**config.mk**
```make
export PLATFORM = sky130hd
export DESIGN_NAME = level_follow_hysteresis_stepper_unit
export DESIGN_NICKNAME = d
export VERILOG_FILES = /design/src/rtl/lfhs_pkg.sv /design/src/rtl/level_follow_hysteresis_stepper_unit.sv
export VERILOG_INCLUDE_DIRS = /design/src /design/src/rtl
export SDC_FILE = /design/constraint.sdc
export NUM_CORES = 1
export LEC_CHECK = 0
export ABC_AREA = 1
export BUFFER_PORTS_ARGS = -buffer_cell sky130_fd_sc_hd__clkbuf_2
export CAP_MARGIN = 20
export CORE_AREA = 2 2 232 234
export CTS_CLUSTER_DIAMETER = 50
export DETAILED_ROUTE_END_ITERATION = 10
export DIE_AREA = 0 0 234 236
export MAX_ROUTING_LAYER = met4
export SYNTH_ARGS = -nofsm -noshare
export SYNTH_HDL_FRONTEND = slang
export SYNTH_SLANG_ARGS = --single-unit
```
**constraint.sdc**
```tcl
create_clock -name aclk -period 23.7 [get_ports aclk]
set_clock_uncertainty 0.05 [all_clocks]
set_input_delay 4.74 -clock aclk [delete_from_list [all_inputs] [get_ports aclk]]
set_output_delay 4.74 -clock aclk [all_outputs]
set_load 0.1 [all_outputs]
```
**src/rtl/level_follow_hysteresis_stepper_unit_defines.svh**
```systemverilog
// Assertion macros shared by the level follower RTL.
`ifndef LEVEL_FOLLOW_HYSTERESIS_STEPPER_UNIT_DEFINES_SVH
`define LEVEL_FOLLOW_HYSTERESIS_STEPPER_UNIT_DEFINES_SVH

`ifndef SYNTHESIS

// Check a property on every rising clock edge while out of reset.
`define LFHS_ASSERT(lbl, prop, msg) \
    lbl: assert property (@(posedge aclk) disable iff (!aresetn) prop) else $error(msg);

// Check a property on every rising clock edge, reset included.
`define LFHS_ASSERT_ALWAYS(lbl, prop, msg) \
    lbl: assert property (@(posedge aclk) prop) else $error(msg);

`else

`define LFHS_ASSERT(lbl, prop, msg)
`define LFHS_ASSERT_ALWAYS(lbl, prop, msg)

`endif

`endif

```
**src/rtl/lfhs_pkg.sv**
```systemverilog
// Types, register indexes and reset values of the level follower.
`default_nettype none

package lfhs_pkg;

    // Field widths
    localparam int CAP_W     = 24;
    localparam int THR_W     = 20;
    localparam int LOST_W    = 16;
    localparam int STEP_W    = 8;
    localparam int CFG_IDX_W = 4;
    localparam int CFG_DAT_W = 24;

    // Register indexes on the configuration channel
    localparam logic [CFG_IDX_W-1:0] REG_ZERO_LEVEL       = 4'd0;
    localparam logic [CFG_IDX_W-1:0] REG_WET_THRESHOLD    = 4'd1;
    localparam logic [CFG_IDX_W-1:0] REG_HYSTERESIS       = 4'd2;
    localparam logic [CFG_IDX_W-1:0] REG_SATURATION_LIMIT = 4'd3;
    localparam logic [CFG_IDX_W-1:0] REG_LOST_LIMIT       = 4'd4;
    localparam logic [CFG_IDX_W-1:0] REG_STEP_SMALL       = 4'd5;
    localparam logic [CFG_IDX_W-1:0] REG_STEP_MEDIUM      = 4'd6;
    localparam logic [CFG_IDX_W-1:0] REG_STEP_BIG         = 4'd7;

    // Reset values
    localparam logic [CAP_W-1:0]  RST_SATURATION_LIMIT = 24'd9999000;
    localparam logic [LOST_W-1:0] RST_LOST_LIMIT       = 16'd20;
    localparam logic [STEP_W-1:0] RST_STEP_SMALL       = 8'd2;
    localparam logic [STEP_W-1:0] RST_STEP_MEDIUM      = 8'd10;
    localparam logic [STEP_W-1:0] RST_STEP_BIG         = 8'd50;
    localparam logic [LOST_W-1:0] LOST_MAX             = 16'hFFFF;

    typedef enum logic [1:0] {
        REGION_SATURATED = 2'd0,
        REGION_ABOVE     = 2'd1,
        REGION_BELOW     = 2'd2,
        REGION_STABLE    = 2'd3
    } region_t;

    typedef struct packed {
        logic [LOST_W-1:0] lost_level;
        logic              rescan_request;
        logic [STEP_W-1:0] step_length;
        logic              move_up;
        logic              move_valid;
        region_t           region;
    } result_t;

endpackage

`default_nettype wire

```
**src/rtl/level_follow_hysteresis_stepper_unit.sv**
```systemverilog
// Level follower: hysteresis band decision, step size choice and lost counter.
//
//   channel   direction  payload                              transfer when
//   s_axis    in         cap_sample                           s_tvalid & s_tready
//   m_axis    out        region .. lost_level (29 bits)       m_tvalid & m_tready
//   cfg       in         cfg_index, cfg_data                  cfg_valid & cfg_ready
//
// One sample per cycle while m_tready does not stall: an input register, compare and
// count logic, and a result register; m_tvalid rises when a sample moves from the input
// register into the result register.
// The lost counter lives in one register updated as a sample enters the result
// register. aresetn (synchronous) restores register defaults and clears the
// counter. A stall on m_tready holds the result and fills the input register.
`default_nettype none
`include "level_follow_hysteresis_stepper_unit_defines.svh"

module level_follow_hysteresis_stepper_unit (
    input  wire logic                          aclk,
    input  wire logic                          aresetn,
    // sample stream
    input  wire logic                          s_tvalid,
    output logic                               s_tready,
    input  wire logic [23:0]                   s_tdata,   // [23:0] cap_sample
    // result stream
    output logic                               m_tvalid,
    input  wire logic                          m_tready,
    // [1:0] region, [2] move_valid, [3] move_up, [11:4] step_length,
    // [12] rescan_request, [28:13] lost_level, [31:29] zero
    output logic [31:0]                        m_tdata,
    // configuration writes
    input  wire logic                          cfg_valid,
    output logic                               cfg_ready,
    input  wire logic [lfhs_pkg::CFG_IDX_W-1:0] cfg_index,
    input  wire logic [lfhs_pkg::CFG_DAT_W-1:0] cfg_data
);

    // Configuration registers
    logic [lfhs_pkg::CAP_W-1:0]  zero_level_reg;
    logic [lfhs_pkg::THR_W-1:0]  wet_threshold_reg;
    logic [lfhs_pkg::THR_W-1:0]  hysteresis_reg;
    logic [lfhs_pkg::CAP_W-1:0]  saturation_limit_reg;
    logic [lfhs_pkg::LOST_W-1:0] lost_limit_reg;
    logic [lfhs_pkg::STEP_W-1:0] step_small_reg;
    logic [lfhs_pkg::STEP_W-1:0] step_medium_reg;
    logic [lfhs_pkg::STEP_W-1:0] step_big_reg;

    // Pipeline registers
    logic                        in_valid_reg;
    logic [lfhs_pkg::CAP_W-1:0]  cap_reg;
    logic                        out_valid_reg;
    lfhs_pkg::result_t           out_reg;
    lfhs_pkg::result_t           out_next;
    logic [lfhs_pkg::LOST_W-1:0] lost_cnt_reg;
    logic [lfhs_pkg::LOST_W-1:0] lost_cnt_next;

    logic out_adv;
    logic in_adv;

    // Decision datapath
    logic signed [26:0] cap_w;
    logic signed [26:0] th_w;
    logic signed [26:0] tl_w;
    logic signed [26:0] dev_w;
    logic [25:0]        dev;
    logic [29:0]        dev10;
    logic [29:0]        thr8;
    logic [29:0]        thr3;
    logic               sat;
    logic               above;
    logic               below;
    logic               far_dev;
    logic [lfhs_pkg::LOST_W-1:0] cnt_mid;

    // Handshake: result register frees on transfer, input register follows
    assign out_adv   = !out_valid_reg || m_tready;
    assign in_adv    = in_valid_reg && out_adv;
    assign s_tready  = !in_valid_reg || out_adv;
    assign m_tvalid  = out_valid_reg;
    assign m_tdata   = {3'b000, out_reg};
    assign cfg_ready = 1'b1;

    // Configuration write
    always_ff @(posedge aclk) begin
        if (!aresetn) begin
            zero_level_reg       <= '0;
            wet_threshold_reg    <= '0;
            hysteresis_reg       <= '0;
            saturation_limit_reg <= lfhs_pkg::RST_SATURATION_LIMIT;
            lost_limit_reg       <= lfhs_pkg::RST_LOST_LIMIT;
            step_small_reg       <= lfhs_pkg::RST_STEP_SMALL;
            step_medium_reg      <= lfhs_pkg::RST_STEP_MEDIUM;
            step_big_reg         <= lfhs_pkg::RST_STEP_BIG;
        end else if (cfg_valid) begin
            case (cfg_index)
                lfhs_pkg::REG_ZERO_LEVEL:       zero_level_reg <= cfg_data;
                lfhs_pkg::REG_WET_THRESHOLD:    wet_threshold_reg <= cfg_data[19:0];
                lfhs_pkg::REG_HYSTERESIS:       hysteresis_reg <= cfg_data[19:0];
                lfhs_pkg::REG_SATURATION_LIMIT: saturation_limit_reg <= cfg_data;
                lfhs_pkg::REG_LOST_LIMIT:       lost_limit_reg <= cfg_data[15:0];
                lfhs_pkg::REG_STEP_SMALL:       step_small_reg <= cfg_data[7:0];
                lfhs_pkg::REG_STEP_MEDIUM:      step_medium_reg <= cfg_data[7:0];
                lfhs_pkg::REG_STEP_BIG:         step_big_reg <= cfg_data[7:0];
                default: ;
            endcase
        end
    end

    // Thresholds and deviation
    always_comb begin
        cap_w = signed'({3'b000, cap_reg});
        th_w  = signed'({3'b000, zero_level_reg}) + signed'({7'd0, wet_threshold_reg});
        tl_w  = th_w - signed'({7'd0, hysteresis_reg});
        sat   = cap_reg > saturation_limit_reg;
        above = cap_w >= th_w;
        below = cap_w <= tl_w;
        dev_w = above ? (cap_w - th_w) : (tl_w - cap_w);
        dev   = dev_w[25:0];
        dev10 = ({4'd0, dev} << 3) + ({4'd0, dev} << 1);
        thr8  = {7'd0, wet_threshold_reg, 3'b000};
        thr3  = {10'd0, wet_threshold_reg} + {9'd0, wet_threshold_reg, 1'b0};
        far_dev = dev >= {6'd0, wet_threshold_reg};
    end

    // Region, step choice and lost counter update
    always_comb begin
        out_next = '0;
        cnt_mid  = lost_cnt_reg;
        if (sat) begin
            out_next.region     = lfhs_pkg::REGION_SATURATED;
            out_next.move_valid = 1'b1;
            out_next.move_up    = 1'b1;
            out_next.step_length = step_big_reg;
            cnt_mid = (lost_cnt_reg == lfhs_pkg::LOST_MAX) ? lost_cnt_reg
                                                           : lost_cnt_reg + 16'd1;
        end else if (above || below) begin
            out_next.region     = above ? lfhs_pkg::REGION_ABOVE : lfhs_pkg::REGION_BELOW;
            out_next.move_valid = 1'b1;
            out_next.move_up    = above;
            priority if (dev10 > thr8) begin
                out_next.step_length = step_big_reg;
            end else if (dev10 > thr3) begin
                out_next.step_length = step_medium_reg;
            end else begin
                out_next.step_length = step_small_reg;
            end
            priority if (far_dev) begin
                cnt_mid = (lost_cnt_reg == lfhs_pkg::LOST_MAX) ? lost_cnt_reg
                                                               : lost_cnt_reg + 16'd1;
            end else if (lost_cnt_reg != '0) begin
                cnt_mid = lost_cnt_reg - 16'd1;
            end else begin
                cnt_mid = lost_cnt_reg;
            end
        end else begin
            out_next.region = lfhs_pkg::REGION_STABLE;
            cnt_mid = '0;
        end
        // on a move, request a re-search and clear once the limit is reached
        if (out_next.move_valid && (cnt_mid >= lost_limit_reg)) begin
            out_next.rescan_request = 1'b1;
            lost_cnt_next = '0;
        end else begin
            lost_cnt_next = cnt_mid;
        end
        out_next.lost_level = lost_cnt_next;
    end

    // Pipeline control state
    always_ff @(posedge aclk) begin
        if (!aresetn) begin
            in_valid_reg  <= 1'b0;
            out_valid_reg <= 1'b0;
            lost_cnt_reg  <= '0;
        end else begin
            if (s_tready) begin
                in_valid_reg <= s_tvalid;
            end
            if (out_adv) begin
                out_valid_reg <= in_valid_reg;
            end
            if (in_adv) begin
                lost_cnt_reg <= lost_cnt_next;
            end
        end
    end

    // Payload registers
    always_ff @(posedge aclk) begin
        if (s_tready && s_tvalid) begin
            cap_reg <= s_tdata;
        end
        if (in_adv) begin
            out_reg <= out_next;
        end
    end

    // Assertions
    `LFHS_ASSERT(a_cnt_matches_result,
                 in_adv |=> (out_reg.lost_level == lost_cnt_reg),
                 "lost counter and reported lost level differ")
    `LFHS_ASSERT(a_rescan_clears,
                 (out_valid_reg && out_reg.rescan_request) |-> (out_reg.lost_level == '0),
                 "re-search without counter clear")
    `LFHS_ASSERT(a_stable_no_move,
                 (out_valid_reg && out_reg.region == lfhs_pkg::REGION_STABLE)
                     |-> (!out_reg.move_valid && out_reg.lost_level == '0),
                 "stable band result moves or keeps count")
    `LFHS_ASSERT(a_idle_fields_zero,
                 (out_valid_reg && !out_reg.move_valid)
                     |-> (out_reg.step_length == '0 && !out_reg.rescan_request
                          && !out_reg.move_up),
                 "fields set without a move")

endmodule

`default_nettype wire

```
==> flow_summary.ini <==
[status]
run_status = finished, final reports clean

[global_route]
grt_pass1_vias = 16600
grt_total_ovfl = 0
antenna_found_initial = 3
first_pass_grt_wire_length_um = 90300
grtUsageTotal_pct = 21.8
grt_start_max_net_pins = 72

[layout]
final_design_area_no_fill_um2 = 20100
finalNetCount = 3019
layout-drive-gt1-share_pct = 7.20
syn_to_final_growth_pct = 9.52
largest_register_ffs = 29

[detailed_routing]
final_antenna_net_count = 0
num_vias = 17400
wl_met2_um = 26400
route.detailed.wl_per_inst_um = 16.9
wl_met3_um = 2580
route.final.wire_length_um = 58000
detailedRoute.firstIterationViolations = 1163
drtPass1Iterations = 6
viasPerCell = 5.06
final_routed_drc_violation_total = 0
routed.top_layer = met4
routed_met1_length_um = 26900

[logic_synthesis]
ys_ff_latch = 199
synthesis.yosys.warnings = 0
synth_edf_count = 53
mappedNetlistArea_um2 = 18300
syn_inst = 2669
syn-mean-instance-area_um2 = 6.86
synth_async_sr_flop_share_pct = 0
synth_cell_types = 61
synth_seq_area_share_pct = 24.6
yosys_most_used_dff = sky130_fd_sc_hd__dfxtp_1

[critical_path]
critical_path_required_ps = 24060
critical_path.slowest_cell = sky130_fd_sc_hd__nand2_1
critical_path.n_buffers_inverters = 4
end_kind = register
timing.critical_path.mode_cell = sky130_fd_sc_hd__nand2_1
timing.setup.critical_path_class = register to register
crit_path_max_incr_delay_ps = 550
startpoint_type = register
timing.critical_path.max_delay_family = simple AND/OR/NAND/NOR gates
timing.critical_path.fanout_max = 19
critical_path_arrival_ps = 10980

[timing]
report.final.slew_viol_count = 0
achievable-frequency_ghz = 0.0942
worst_pin_slew_ps = 924
finalCritPeriodShare_pct = 44.8
post-route-worst-setup-slack_ps = 13080
timing.final.hold_violations = 0
setup-violations-final = 0
final.hold.worst_slack_ps = 404
worst_slew_margin_rel_pct = 38.4
setup_tns_ps = 0
rsz0062_at_grt = no
timing.final.crit_period_ps = 10620

[floorplan]
standard_cell_core_area_um2 = 53100
die_height_um = 236
std_cell_rows = 85
total_die_area_um2 = 55200
die_w_um = 234
initial_core_util_pct = 34.5
top_level_ports = 92

[clock_network]
cts-root-buf = sky130_fd_sc_hd__clkbuf_16
cts_sinks = 199
clk_latency_worst_skew_pair_ps = 490
cts_max_path_buffers = 2
numCtsBuffers = 17
worst_setup_hold_path_clk_slew_ps = 90
cts_resized = 0
cts_tree = yes
post_cts_buffers = 0
cts-hold-fix-buffers = 0
htree_levels = 4

[placement]
place.detailed.hpwl_um = 47300
number_of_buffer_cells_added_on_primary_ports = 87
placedInstanceArea_um2 = 19400
dp_slack_ps = 13270
routabilityCongestion = 0.977

[pwr]
power.total_uw = 1790
total_leakage_power_uw = 0.00961
ratio_of_total_power_to_cell_area_nw_per_um2 = 89.4
irDropWorstVdd_mv = 0.0604

[run]
maxCapViolCount = 0

[min_path]
worst_hold_path_type = register to register
routing by layer:
layer  vias to the layer above  track usage [%]
met2                       426             34.9
met4                         0             8.59
met1                      7895             28.2
met3                        99             2.28
li1                       8960                -
met5                         -                -
kinds of logic after synthesis:
group,Yosys count,share of synthesized area (%)
compound gates,646,18.9
mux,5,0.273
flops,199,24.6
simple gates,959,23.1
fa+ha+maj,238,16.5
xor+xnor,132,6.31
other cells,2,0.0410
buf+inv,488,10.2
cell usage after synthesis, types with 11 or more instances:
cell type                  instances  share of area (%)
sky130_fd_sc_hd__o21ai_0         228                6.2
sky130_fd_sc_hd__edfxtp_1         53                8.7
sky130_fd_sc_hd__a21oi_1         324                8.9
sky130_fd_sc_hd__nand2_1         561                 11
sky130_fd_sc_hd__a31oi_1          13               0.44
sky130_fd_sc_hd__nand3_1          92                2.5
sky130_fd_sc_hd__nand2_2          17               0.58
sky130_fd_sc_hd__inv_1           419                8.6
sky130_fd_sc_hd__dfxtp_1         146                 16
sky130_fd_sc_hd__clkbuf_1         47               0.96
sky130_fd_sc_hd__nand4_1          50                1.7
sky130_fd_sc_hd__nor2_1          155                3.2
sky130_fd_sc_hd__xor2_1           78                3.7
sky130_fd_sc_hd__xnor2_1          54                2.6
sky130_fd_sc_hd__o21ai_1          12               0.33
sky130_fd_sc_hd__nand3_2          11               0.60
sky130_fd_sc_hd__o21bai_1         13               0.53
sky130_fd_sc_hd__ha_1            232                 16
sky130_fd_sc_hd__nor3_1           22               0.60
worst min-delay path, stage by stage (launching register included):
cell and delay, ps:
sky130_fd_sc_hd__dfxtp_1 320, sky130_fd_sc_hd__inv_1 50, sky130_fd_sc_hd__a21oi_1 50
where the power goes:
group	total, uW	leakage [uW]	switching [uW]	internal [uW]
combinational	1100	0.00762	714	390
sequential	376	0.00169	10.9	365
clock	313	0.000298	152	161
final timing paths:
path                            cells past startpoint                  from                 end  slack [ps]
worst max-delay path                               59  wet_threshold_reg[0]    lost_cnt_reg[11]       13080
worst min-delay path                                2    zero_level_reg[14]  zero_level_reg[14]         400
worst max register to register                     59  wet_threshold_reg[0]    lost_cnt_reg[11]       13080
worst min register to register                      2    zero_level_reg[14]  zero_level_reg[14]         400
through the flow:
step,std cells,utilization (%)
global placement,3400,36.6
CTS,3432,37.7
detailed placement,3400,36.6
finish,3434,37.8
floorplan,2671,-
global route,3434,37.8
cell type report:
type                            instances  area (um2)
Tap cell                              696         871
Fill cell                            5686       33000
Clock buffer                           20         479
Clock inverter                         12         131
Antenna cell                            1        2.50
Timing Repair Buffer                   93         503
Multi-Input combinational cell       1984       12000
Sequential cell                       199        4510
Inverter                              429        1610
layout by cell type (no fill, tap or decap), types with 10 or more instances in the layout:
master and n:
sky130_fd_sc_hd__a211oi_1 10, sky130_fd_sc_hd__a21oi_1 323, sky130_fd_sc_hd__a31oi_1 13, sky130_fd_sc_hd__clkbuf_16 19, sky130_fd_sc_hd__clkbuf_2 86, sky130_fd_sc_hd__dfxtp_1 146, sky130_fd_sc_hd__edfxtp_1 53, sky130_fd_sc_hd__ha_1 232
sky130_fd_sc_hd__inv_1 419, sky130_fd_sc_hd__nand2_1 561, sky130_fd_sc_hd__nand2_2 17, sky130_fd_sc_hd__nand3_1 92, sky130_fd_sc_hd__nand3_2 11, sky130_fd_sc_hd__nand4_1 50, sky130_fd_sc_hd__nor2_1 155, sky130_fd_sc_hd__nor3_1 22
sky130_fd_sc_hd__nor4_1 10, sky130_fd_sc_hd__o21ai_0 228, sky130_fd_sc_hd__o21ai_1 12, sky130_fd_sc_hd__o21bai_1 13, sky130_fd_sc_hd__xnor2_1 54, sky130_fd_sc_hd__xor2_1 78
Power figures use the tool's default switching activity.
